`config.mk`:
```
export PLATFORM = sky130hd
export DESIGN_NAME = dbrs_ctrl
export DESIGN_NICKNAME = d
export VERILOG_FILES = /design/src/hw/rtl/dbrs_pkg.sv /design/src/hw/rtl/dbrs_ctrl.sv
export SDC_FILE = /design/constraint.sdc
export NUM_CORES = 1
export LEC_CHECK = 0
export ABC_CLOCK_PERIOD_IN_PS = 1600
export BUFFER_PORTS_ARGS = -buffer_cell sky130_fd_sc_hd__buf_4
export CAP_MARGIN = 20
export CORE_UTILIZATION = 42
export CTS_BUF_LIST = sky130_fd_sc_hd__clkbuf_16
export DETAILED_ROUTE_END_ITERATION = 10
export PLACE_DENSITY = 0.85
export SYNTH_ARGS = -nofsm -noshare
export SYNTH_HDL_FRONTEND = slang
export SYNTH_SLANG_ARGS = --single-unit
```
`constraint.sdc`:
```
create_clock -name i_clk -period 1.6 [get_ports i_clk]
set_input_delay 0.08 -clock i_clk [delete_from_list [all_inputs] [get_ports i_clk]]
set_output_delay 0.08 -clock i_clk [all_outputs]
set_load 0.01 [all_outputs]
```
`src/hw/rtl/dbrs_pkg.sv`:
```
// ----------------------------------------------------------------------------
// dbrs_pkg
// Shared types and constants of the dual bank record store: controller
// states, datapath command and status bundles, operation and status codes.
// ----------------------------------------------------------------------------
package dbrs_pkg;

    localparam logic [31:0] CHECK_KEY   = 32'h3492_7c5a;
    localparam logic [31:0] ALL_ONES    = 32'hffff_ffff;
    localparam int          STAGE_DEPTH = 512;

    localparam logic [1:0] OP_STAGE = 2'd0;
    localparam logic [1:0] OP_READ  = 2'd1;
    localparam logic [1:0] OP_RAWW  = 2'd2;
    localparam logic [1:0] OP_RAWR  = 2'd3;

    localparam logic [2:0] ST_STAGED    = 3'd0;
    localparam logic [2:0] ST_WRITTEN   = 3'd1;
    localparam logic [2:0] ST_UNCHANGED = 3'd2;
    localparam logic [2:0] ST_MISMATCH  = 3'd3;
    localparam logic [2:0] ST_READ_OK   = 3'd4;
    localparam logic [2:0] ST_NO_VALID  = 3'd5;
    localparam logic [2:0] ST_RAW_DONE  = 3'd6;
    localparam logic [2:0] ST_BAD_INDEX = 3'd7;

    localparam logic REG_RECORD_WORDS = 1'b0;

    typedef enum logic [4:0] {
        S_CLEAR, S_IDLE, S_DEC, S_CHKLEN, S_VAL, S_VDRAIN, S_VDONE, S_RDWORD,
        S_CDEC, S_CMP, S_CDRAIN, S_CCHK, S_WCNT, S_WDAT, S_WDRAIN, S_WCHK,
        S_RESULT
    } t_state;

    typedef enum logic [2:0] {
        RD_NONE, RD_WALK, RD_WALKP1, RD_WORD, RD_RAW
    } t_rd_mode;

    typedef enum logic [2:0] {
        WR_NONE, WR_CLR, WR_RAW, WR_CNT, WR_CHK
    } t_wr_mode;

    typedef enum logic [1:0] {
        K_NONE, K_VAL, K_CMP, K_WDAT
    } t_kind;

    typedef enum logic [0:0] {
        LIM_VAL, LIM_REC
    } t_lim;

    typedef enum logic [3:0] {
        RES_STAGED, RES_WRITTEN, RES_UNCHANGED, RES_MISMATCH, RES_READ,
        RES_NOVALID, RES_RAWW, RES_RAWR, RES_BADIDX
    } t_res;

    typedef struct packed {
        logic     load;
        logic     stage_wr;
        logic     cnt_clr;
        logic     ptr_clr;
        logic     ptr_inc;
        logic     sum_clr;
        logic     sum_next;
        logic     wb_clr;
        logic     wb_set;
        logic     decide;
        logic     srd;
        t_rd_mode rd;
        t_wr_mode wr;
        t_kind    kind;
        t_lim     lim;
        logic     res_load;
        t_res     res;
    } t_cmd;

    typedef struct packed {
        logic [1:0] op;
        logic       last;
        logic       cnt_ok;
        logic       rec_bad;
        logic       raw_bad;
        logic       v0;
        logic       v1;
        logic       wb;
        logic       changed;
        logic       ptr_end;
        logic       clr_end;
        logic       out_free;
    } t_sts;

endpackage

```
`src/hw/rtl/dbrs_ctrl.sv`:
```
// ----------------------------------------------------------------------------
// dbrs_ctrl
// Sequencer of the record store. Steps each operation through bank checks,
// compare and commit walks, and issues one command bundle per cycle.
// ----------------------------------------------------------------------------
module dbrs_ctrl (
    input  logic          i_clk,
    input  logic          i_rst_n,
    input  logic          i_s_tvalid,
    output logic          o_s_tready,
    input  dbrs_pkg::t_sts i_sts,
    output dbrs_pkg::t_cmd o_cmd
);
    import dbrs_pkg::*;

    t_state r_state, n_state;
    t_res   r_code, n_code;

    always_ff @(posedge i_clk) begin
        if (!i_rst_n) begin
            r_state <= S_CLEAR;
            r_code  <= RES_STAGED;
        end else begin
            r_state <= n_state;
            r_code  <= n_code;
        end
    end

    always_comb begin
        n_state = r_state;
        n_code  = r_code;
        case (r_state)
            S_CLEAR: begin
                if (i_sts.clr_end) n_state = S_IDLE;
            end
            S_IDLE: begin
                if (i_s_tvalid) n_state = S_DEC;
            end
            S_DEC: begin
                n_state = S_RESULT;
                case (i_sts.op)
                    OP_STAGE: begin
                        if (i_sts.last) n_state = S_CHKLEN;
                        else n_code = RES_STAGED;
                    end
                    OP_READ: begin
                        if (i_sts.rec_bad) n_code = RES_BADIDX;
                        else n_state = S_VAL;
                    end
                    OP_RAWW: begin
                        n_code = i_sts.raw_bad ? RES_BADIDX : RES_RAWW;
                    end
                    default: begin
                        n_code = i_sts.raw_bad ? RES_BADIDX : RES_RAWR;
                    end
                endcase
            end
            S_CHKLEN: begin
                if (i_sts.cnt_ok) begin
                    n_state = S_VAL;
                end else begin
                    n_state = S_RESULT;
                    n_code  = RES_MISMATCH;
                end
            end
            S_VAL: begin
                if (i_sts.ptr_end) n_state = S_VDRAIN;
            end
            S_VDRAIN: begin
                n_state = i_sts.wb ? S_VDONE : S_VAL;
            end
            S_VDONE: begin
                if (i_sts.op == OP_READ) begin
                    if (!i_sts.v0 && !i_sts.v1) begin
                        n_state = S_RESULT;
                        n_code  = RES_NOVALID;
                    end else begin
                        n_state = S_RDWORD;
                    end
                end else begin
                    n_state = S_CDEC;
                end
            end
            S_RDWORD: begin
                n_state = S_RESULT;
                n_code  = RES_READ;
            end
            S_CDEC: begin
                n_state = (i_sts.v0 && i_sts.v1) ? S_CMP : S_WCNT;
            end
            S_CMP: begin
                if (i_sts.ptr_end) n_state = S_CDRAIN;
            end
            S_CDRAIN: n_state = S_CCHK;
            S_CCHK: begin
                if (i_sts.changed) begin
                    n_state = S_WCNT;
                end else begin
                    n_state = S_RESULT;
                    n_code  = RES_UNCHANGED;
                end
            end
            S_WCNT: n_state = S_WDAT;
            S_WDAT: begin
                if (i_sts.ptr_end) n_state = S_WDRAIN;
            end
            S_WDRAIN: n_state = S_WCHK;
            S_WCHK: begin
                n_state = S_RESULT;
                n_code  = RES_WRITTEN;
            end
            S_RESULT: begin
                if (i_sts.out_free) n_state = S_IDLE;
            end
            default: n_state = S_IDLE;
        endcase
    end

    always_comb begin
        o_cmd      = '0;
        o_cmd.rd   = RD_NONE;
        o_cmd.wr   = WR_NONE;
        o_cmd.kind = K_NONE;
        o_cmd.lim  = LIM_VAL;
        o_cmd.res  = r_code;
        o_s_tready = 1'b0;
        case (r_state)
            S_CLEAR: o_cmd.wr = WR_CLR;
            S_IDLE: begin
                o_s_tready = 1'b1;
                o_cmd.load = i_s_tvalid;
            end
            S_DEC: begin
                case (i_sts.op)
                    OP_STAGE: o_cmd.stage_wr = 1'b1;
                    OP_READ: begin
                        if (!i_sts.rec_bad) begin
                            o_cmd.ptr_clr = 1'b1;
                            o_cmd.sum_clr = 1'b1;
                            o_cmd.wb_clr  = 1'b1;
                        end
                    end
                    OP_RAWW: begin
                        if (!i_sts.raw_bad) o_cmd.wr = WR_RAW;
                    end
                    default: begin
                        if (!i_sts.raw_bad) o_cmd.rd = RD_RAW;
                    end
                endcase
            end
            S_CHKLEN: begin
                o_cmd.cnt_clr = 1'b1;
                if (i_sts.cnt_ok) begin
                    o_cmd.ptr_clr = 1'b1;
                    o_cmd.sum_clr = 1'b1;
                    o_cmd.wb_clr  = 1'b1;
                end
            end
            S_VAL: begin
                o_cmd.rd      = RD_WALK;
                o_cmd.kind    = K_VAL;
                o_cmd.ptr_inc = 1'b1;
                o_cmd.lim     = LIM_VAL;
            end
            S_VDRAIN: begin
                if (!i_sts.wb) begin
                    o_cmd.ptr_clr = 1'b1;
                    o_cmd.sum_clr = 1'b1;
                    o_cmd.wb_set  = 1'b1;
                end
            end
            S_VDONE:  o_cmd.decide  = 1'b1;
            S_RDWORD: o_cmd.rd      = RD_WORD;
            S_CDEC:   o_cmd.ptr_clr = 1'b1;
            S_CMP: begin
                o_cmd.rd      = RD_WALKP1;
                o_cmd.srd     = 1'b1;
                o_cmd.kind    = K_CMP;
                o_cmd.ptr_inc = 1'b1;
                o_cmd.lim     = LIM_REC;
            end
            S_WCNT: begin
                o_cmd.wr       = WR_CNT;
                o_cmd.ptr_clr  = 1'b1;
                o_cmd.sum_next = 1'b1;
            end
            S_WDAT: begin
                o_cmd.srd     = 1'b1;
                o_cmd.kind    = K_WDAT;
                o_cmd.ptr_inc = 1'b1;
                o_cmd.lim     = LIM_REC;
            end
            S_WCHK:   o_cmd.wr       = WR_CHK;
            S_RESULT: o_cmd.res_load = i_sts.out_free;
            default: ;
        endcase
    end

endmodule

```
Word level (Yosys, flattened, before mapping)
Cells that the tools add are included.
- logic and storage cells: 97
- input port bits: 16
- output and inout bits: 26
- flip-flop bits (word level): 9
- mux-type cells: 51
- equality and inequality tests: 30
- reductions and logical operators: 14
- operators by type and width (kind ; count):
    $pmux W5 S16 ; 1
    $mux W5 ; 12
    $eq A5 B4 Y1 const B ; 8
    $mux W4 ; 8
    $pmux W3 S4 ; 2
    $pmux W4 S6 ; 1
    $eq A5 B3 Y1 const B ; 4
    $ne A2 B2 Y1 const B ; 10
    $mux W1 ; 15
    $mux W3 ; 4
    $pmux W4 S3 ; 1
    $eq A5 B2 Y1 const B ; 2
    $pmux W5 S2 ; 1
    $pmux W3 S3 ; 1
    $reduce_and A7 Y1 ; 1
    $ne A3 B3 Y1 const B ; 2
    $reduce_and A6 Y1 ; 1
    $reduce_bool A6 Y1 ; 1
    $reduce_or A2 Y1 ; 3
    $reduce_or A3 Y1 ; 2
    $eq A5 B1 Y1 const B ; 1
    $eq A5 B5 Y1 const B ; 1
    $logic_not A5 Y1 ; 1
    $mux W2 ; 2
    8 further kinds ; 10

Depth between registers and ports, before layout
Gate-level depths: netlist of the first run.
- word-level depth: 5
- mapped depth: 6
- mapped depth without buffers: 5

Worst setup path before layout of the first run
No wires, ideal clock.
- kind: reg-to-output
- start: register r_state[2]
- end: output o_cmd[21] (netlist bit)
- data required time: 1.520 ns
- path buffers: 0
- path slack: -0.064 ns
- stages on the path, launching flop included: 6
- data arrival time: 1.584 ns
- cells stage by stage: dfxtp_1 -> or3_4 -> nand2b_4 -> o32ai_2 -> or2_1 -> a21o_1
- RTL lines (item ; line ; RTL):
    from (decl) ; dbrs_ctrl.sv:16 ; t_state r_state, n_state;
    from (signal assigned) ; dbrs_ctrl.sv:24 ; r_state <= n_state;
    to (decl) ; dbrs_ctrl.sv:12 ; output dbrs_pkg::t_cmd o_cmd

==> results of run 1 <==
logic make-up (layout without fill, tap and decap cells):
logic type | count (synthesis) | after routing | share of synthesized area, %
compound gates | 37 | 37 | 29.3
flops | 9 | 9 | 18.6
simple gates | 72 | 72 | 42.7
mux | 1 | 1 | 1.03
buf+inv | 16 | 82 | 7.60
xor+xnor | 1 | 1 | 0.902
how the worst max path moves through the flow:
stage	from	endpoint	slack, ns	depth (start not counted)
floorplan	r_state[2]	o_cmd[21]	-0.01	5
global placement	r_state[2]	o_cmd[21]	-0.04	6
detailed placement	r_state[2]	r_state[0]	-0.09	5
CTS	r_state[4]	o_cmd[21]	-0.28	6
global route	r_state[2]	o_cmd[21]	-0.37	8
finish	r_state[2]	o_cmd[21]	-0.28	6
final cells by class:
class	instances	area share, %
tap	28	1.97
clock buffer	3	4.22
sequential	9	10.9
multi-input combinational	111	48.9
clock inverter	1	0.211
timing repair buffer	72	32.5
inverter	6	1.27
cell usage in the layout (no fill, tap or decap), drive strengths merged, types with 3 or more instances in the layout:
master  instances
a21oi          11
buf            72
clkbuf          3
dfxtp           9
inv             7
nand2          12
nand2b         11
nand3           3
nor2           20
nor2b           4
nor3            7
o21ai           3
through the flow:
step                setup WS (ns)  setup TNS (ns)
finish                     -0.279           -2.92
floorplan                 -0.0127         -0.0127
global placement          -0.0371         -0.0692
global route               -0.372           -4.27
detailed placement        -0.0851          -0.349
CTS                        -0.281           -1.37
timing repair:
action	CTS	global route
pin swaps	10	7
endpoints found under the setup margin	18	27
buffers inserted	6	5
resized for setup	24	25
metal layers:
layer / up-vias / wire length [um] / global-route usage, %
met5: - / 0 / 0
met1: 651 / 1590 / 38.8
met2: 91 / 2190 / 52.9
met3: 22 / 315 / 5.86
li1: 619 / - / -
met4: 0 / 142 / 14.8
state kept, by name, indices dropped and copies added (netlist names):
signal,cells
r_state,5
r_code,4
report_power, final:
group | internal, mW | switching [mW]
Clock | 0.326 | 0.106
Sequential | 0.232 | 0.0145
Combinational | 0.140 | 0.155
==> flow_summary.toml, run 1 <==
[status]
outcome = "finished, violations left"
violations = "setup timing"

[sta]
min_period_over_period_pct = 117
setup_violations = 20
final-hold-violation-count = 0
fmax_mhz = 532
rsz0062_at_grt = "true"
clock_skew_ns = 0.00367
timing.final.max_slew_violations = 0
worst_slew_pin_slew_ns = 0.351
period_minus_slack_ns = 1.88
setup_ws_ns = -0.279
max_slew_margin_pct = 76.5
finalHoldWorstSlack_ns = 0.128

[power_and_ir_drop]
p_leak_nw = 0.782
powerDensity_nw_per_um2 = 548
ir_worst_vdd_mv = 0.886
power_uw = 974

[synthesis]
synth.ff_latch_count = 9
synth_edf_count = 0
syn-mean-instance-area_sq_um = 7.14
syn_area_sq_um = 971
synthTopCellsByArea = "dfxtp_1 19%, nor2_1 7.0%, nand2b_1 6.4%"
ys_seq_area_share_pct = 18.6
yosysWarnings = 0
synth_flop_cell = "dfxtp_1"
synth_most_common_cell = "nor2_1"
ys_async_sr_fraction_pct = 0
synth.largest_area_cell = "dfxtp_1"
ys_types = 53
synth_nets = 152
yosysTopAreaCellShare_pct = 18.6
syn-instance-count = 136
yosys-top-cells-count = "18 x nor2_1, 12 x nand2_1, 11 x a21oi_1, 10 x nand2b_1, 9 x dfxtp_1"

[grt]
grt_pass1_wl_um = 5980
grt_pass1_vias = 1284
grt_max_degree = 14
antenna_found_initial = 0
grt_use_total_pct = 31.8
overflow = 0

[floorplanning]
dieWidth_um = 50.1
initial_core_util_pct = 44.3
core_area_sq_um = 2190
dieHeight_um = 50.1
dieArea_sq_um = 2510
ios = 42
row_count = 17

[finish]
final_cell_area_sq_um = 1780
syn2layout_area_growth_pct = 83.1
multi_input_area_sq_um = 870
seq_area_sq_um = 194
final_nets = 219
diodes = 0
final_cells = 230
utilization_pct = 81.2
n_fill_cell = 140
drive_gt1_share_pct = 58.4

[worst_setup_path]
crit_required_ns = 1.52
r2r_start = "r_state[2]"
crit_buf_inv = 1
arrival_ns = 1.80
r2r_slack_ns = -0.24
start_kind = "flip-flop"
path_class = "flip-flop to primary output"
critPathMaxStageDelay_ns = 0.39
critPathTopFamily = "simple AND/OR/NAND/NOR gates"
cp_max_fo = 2
crit-reg2reg-capture = "r_code[1]"
cp_slowest_cell = "or3_4"
cp-end-kind = "primary output"
path_cells = "or3_4 -> nand2b_4 -> o32ai_4 -> or2_4 -> a21o_1 -> buf_4"
reg2regPathDepth = 8

[min_path]
hold_depth = 2
holdPathEnd = "r_state[3]"
min_from = "i_rst_n"
worstHoldPathType = "input port to flip-flop"

[clock_tree]
cts_made_buffers = 3
clk_latency_ns = 0.23
cts_tree = "yes"
ctsHoldBuffers = 0
cts.clk_slew.worst_paths_ns = 0.04
cts_root_buf = "clkbuf_16"
htree_levels = 1
cts.path.max_buffers = 2
clock_sinks = 9

[routing]
num_vias = 1383
drt_pass1_iterations = 4
wl_um = 4240
ant_nets = 0
drtIter0Drc = 79
wire_per_inst_um = 18.4
drc = 0
routed_via_density = 6.01

[placed_design]
dpl.hpwl_um = 2610
placed_area_sq_um = 1450
place_inst = 218
gp_congestion = 0.972
portBuffers = 41

[flow_run]
maxCapViolations = 0
Power figures use the tool's default switching activity.
==> inputs of run 2 (changes only) <==
Settings changed: ABC_CLOCK_PERIOD_IN_PS 1600 to 1700.
Clock period 1.6 ns to 1.7 ns, I/O delays scaled along.
==> run 2 against run 1 <==
The flow still finishes with violations (setup timing). Clock power decreased by 3%. Total power shrank 7.6%. First-iteration DRC count is 49% lower. Wire length shrank 8.2%. Die area stayed put. Sequential power down 5%. Sequential share of layout area grew 0.70 points. Non-clock buffer count down 8.
==> flow_summary.toml, run 2 (synthesis results as in run 1) <==
[worst_setup_path]
critPathTopFamily = "simple AND/OR/NAND/NOR gates"
start_kind = "flip-flop"
cp_slowest_cell = "or3_4"
crit-reg2reg-capture = "r_code[1]"
arrival_ns = 1.75
critPathMaxStageDelay_ns = 0.37
r2r_slack_ns = -0.05
crit_buf_inv = 1
reg2regPathDepth = 6
cp-end-kind = "primary output"
r2r_start = "r_state[4]"
crit_required_ns = 1.62
cp_max_fo = 2
path_depth = 6
path_class = "flip-flop to primary output"
path_cells = "or3_4 -> nand2b_4 -> o32ai_4 -> or2_1 -> a21o_1 -> buf_6"

[floorplanning]
row_count = 17
dieWidth_um = 50.1
dieArea_sq_um = 2510
dieHeight_um = 50.1
core_area_sq_um = 2190
initial_core_util_pct = 44.3
ios = 42

[sta]
timing.final.max_slew_violations = 0
period_minus_slack_ns = 1.83
finalHoldWorstSlack_ns = 0.129
setup_ws_ns = -0.132
min_period_over_period_pct = 108
clock_skew_ns = 0.00480
worst_slew_pin_slew_ns = 0.560
max_slew_margin_pct = 62.3
final-hold-violation-count = 0
rsz0062_at_grt = "true"
fmax_mhz = 546
setup_violations = 5

[finish]
drive_gt1_share_pct = 50.0
most-common-layout-cells = "59 x buf_4, 16 x nor2_1, 11 x nand2_1"
largest_register_ff_count = 5
final_nets = 211
top_register = "r_state"
diodes = 0
final_cells = 222
utilization_pct = 74.3
reg_top3 = "r_state (5), r_code (4)"
final_common_cell = "buf_4"
syn2layout_area_growth_pct = 67.7
final_cell_area_sq_um = 1630

[routing]
ant_nets = 0
wire_per_inst_um = 17.5
met2_length_um = 1940
drt_pass1_iterations = 4
top_layer = "met4"
wl_met3_um = 228
routed_via_density = 5.86
drtIter0Drc = 40
num_vias = 1302
wl_um = 3890
wl_met1_um = 1560
drc = 0

[power_and_ir_drop]
powerDensity_nw_per_um2 = 553
ir_worst_vdd_mv = 0.454
p_leak_nw = 0.746

[clock_tree]
cts.clk_slew.worst_paths_ns = 0.04
clock_sinks = 9
cts_tree = "yes"
clk_latency_ns = 0.24
cts_root_buf = "clkbuf_16"
cts_made_buffers = 3
cts.path.max_buffers = 2
htree_levels = 1

[grt]
antenna_found_initial = 0
grt_use_total_pct = 33.1
grt_pass1_wl_um = 6030
grt_max_degree = 16
grt_pass1_vias = 1247
overflow = 0

[placed_design]
gp_congestion = 0.942
placed_area_sq_um = 1380
dpl.hpwl_um = 2580
place_inst = 210
pre_cts_ws_ns = 0.0493
portBuffers = 41

[min_path]
min_from = "i_rst_n"
worstHoldPathType = "input port to flip-flop"
holdPathEnd = "r_state[4]"
hold_depth = 2

[status]
outcome = "finished, violations left"
violations = "setup timing"

[flow_run]
maxCapViolations = 0
==> run 2: cell types whose count changed in the layout (fill, tap and decap cells not counted), sizes merged <==
cell,delta
buf,-8
==> run 2: layer usage <==
layer / GRT usage, % / vias to the layer above
li1: - / 603
met2: 56.0 / 74
met3: 4.94 / 16
met4: 19.5 / 0
met1: 38.8 / 609
met5: 0 / -
==> run 2: per-stage QoR <==
step,setup TNS (ns),power (mW)
after global routing,-0.782,0.936
after floorplan,0,0.348
after detailed placement,0,0.445
after global placement,0,0.443
final,-0.333,0.900
after CTS,-0.426,0.867
==> run 2: power by group <==
group / internal, mW / switching [mW]
Clock: 0.308 / 0.110
Sequential: 0.219 / 0.0140
Combinational: 0.115 / 0.133
Total: 0.642 / 0.257
==> run 2: area by class of cell <==
class / instances / area (sq um)
timing repair buffer: 64 / 499
clock buffer: 3 / 75.1
inverter: 6 / 22.5
sequential: 9 / 189
tap: 28 / 35.0
multi-input combinational: 111 / 803
fill: 138 / 563
clock inverter: 1 / 3.75
==> run 2: how the worst max path moves through the flow <==
stage | startpoint | to
after CTS | r_state[4] | o_cmd[21]
after global routing | r_state[2] | o_cmd[21]
after detailed placement | r_state[1] | r_state[0]
after floorplan | r_state[2] | o_cmd[21]
after global placement | r_state[1] | r_state[1]
final | r_state[2] | o_cmd[21]
==> run 2: repair_timing <==
action	CTS	global route
pin swaps	4	10
gates cloned	0	0
gates resized for setup	11	17
endpoints found under the setup margin	4	18
buffers inserted	7	2
hold buffers	0	0
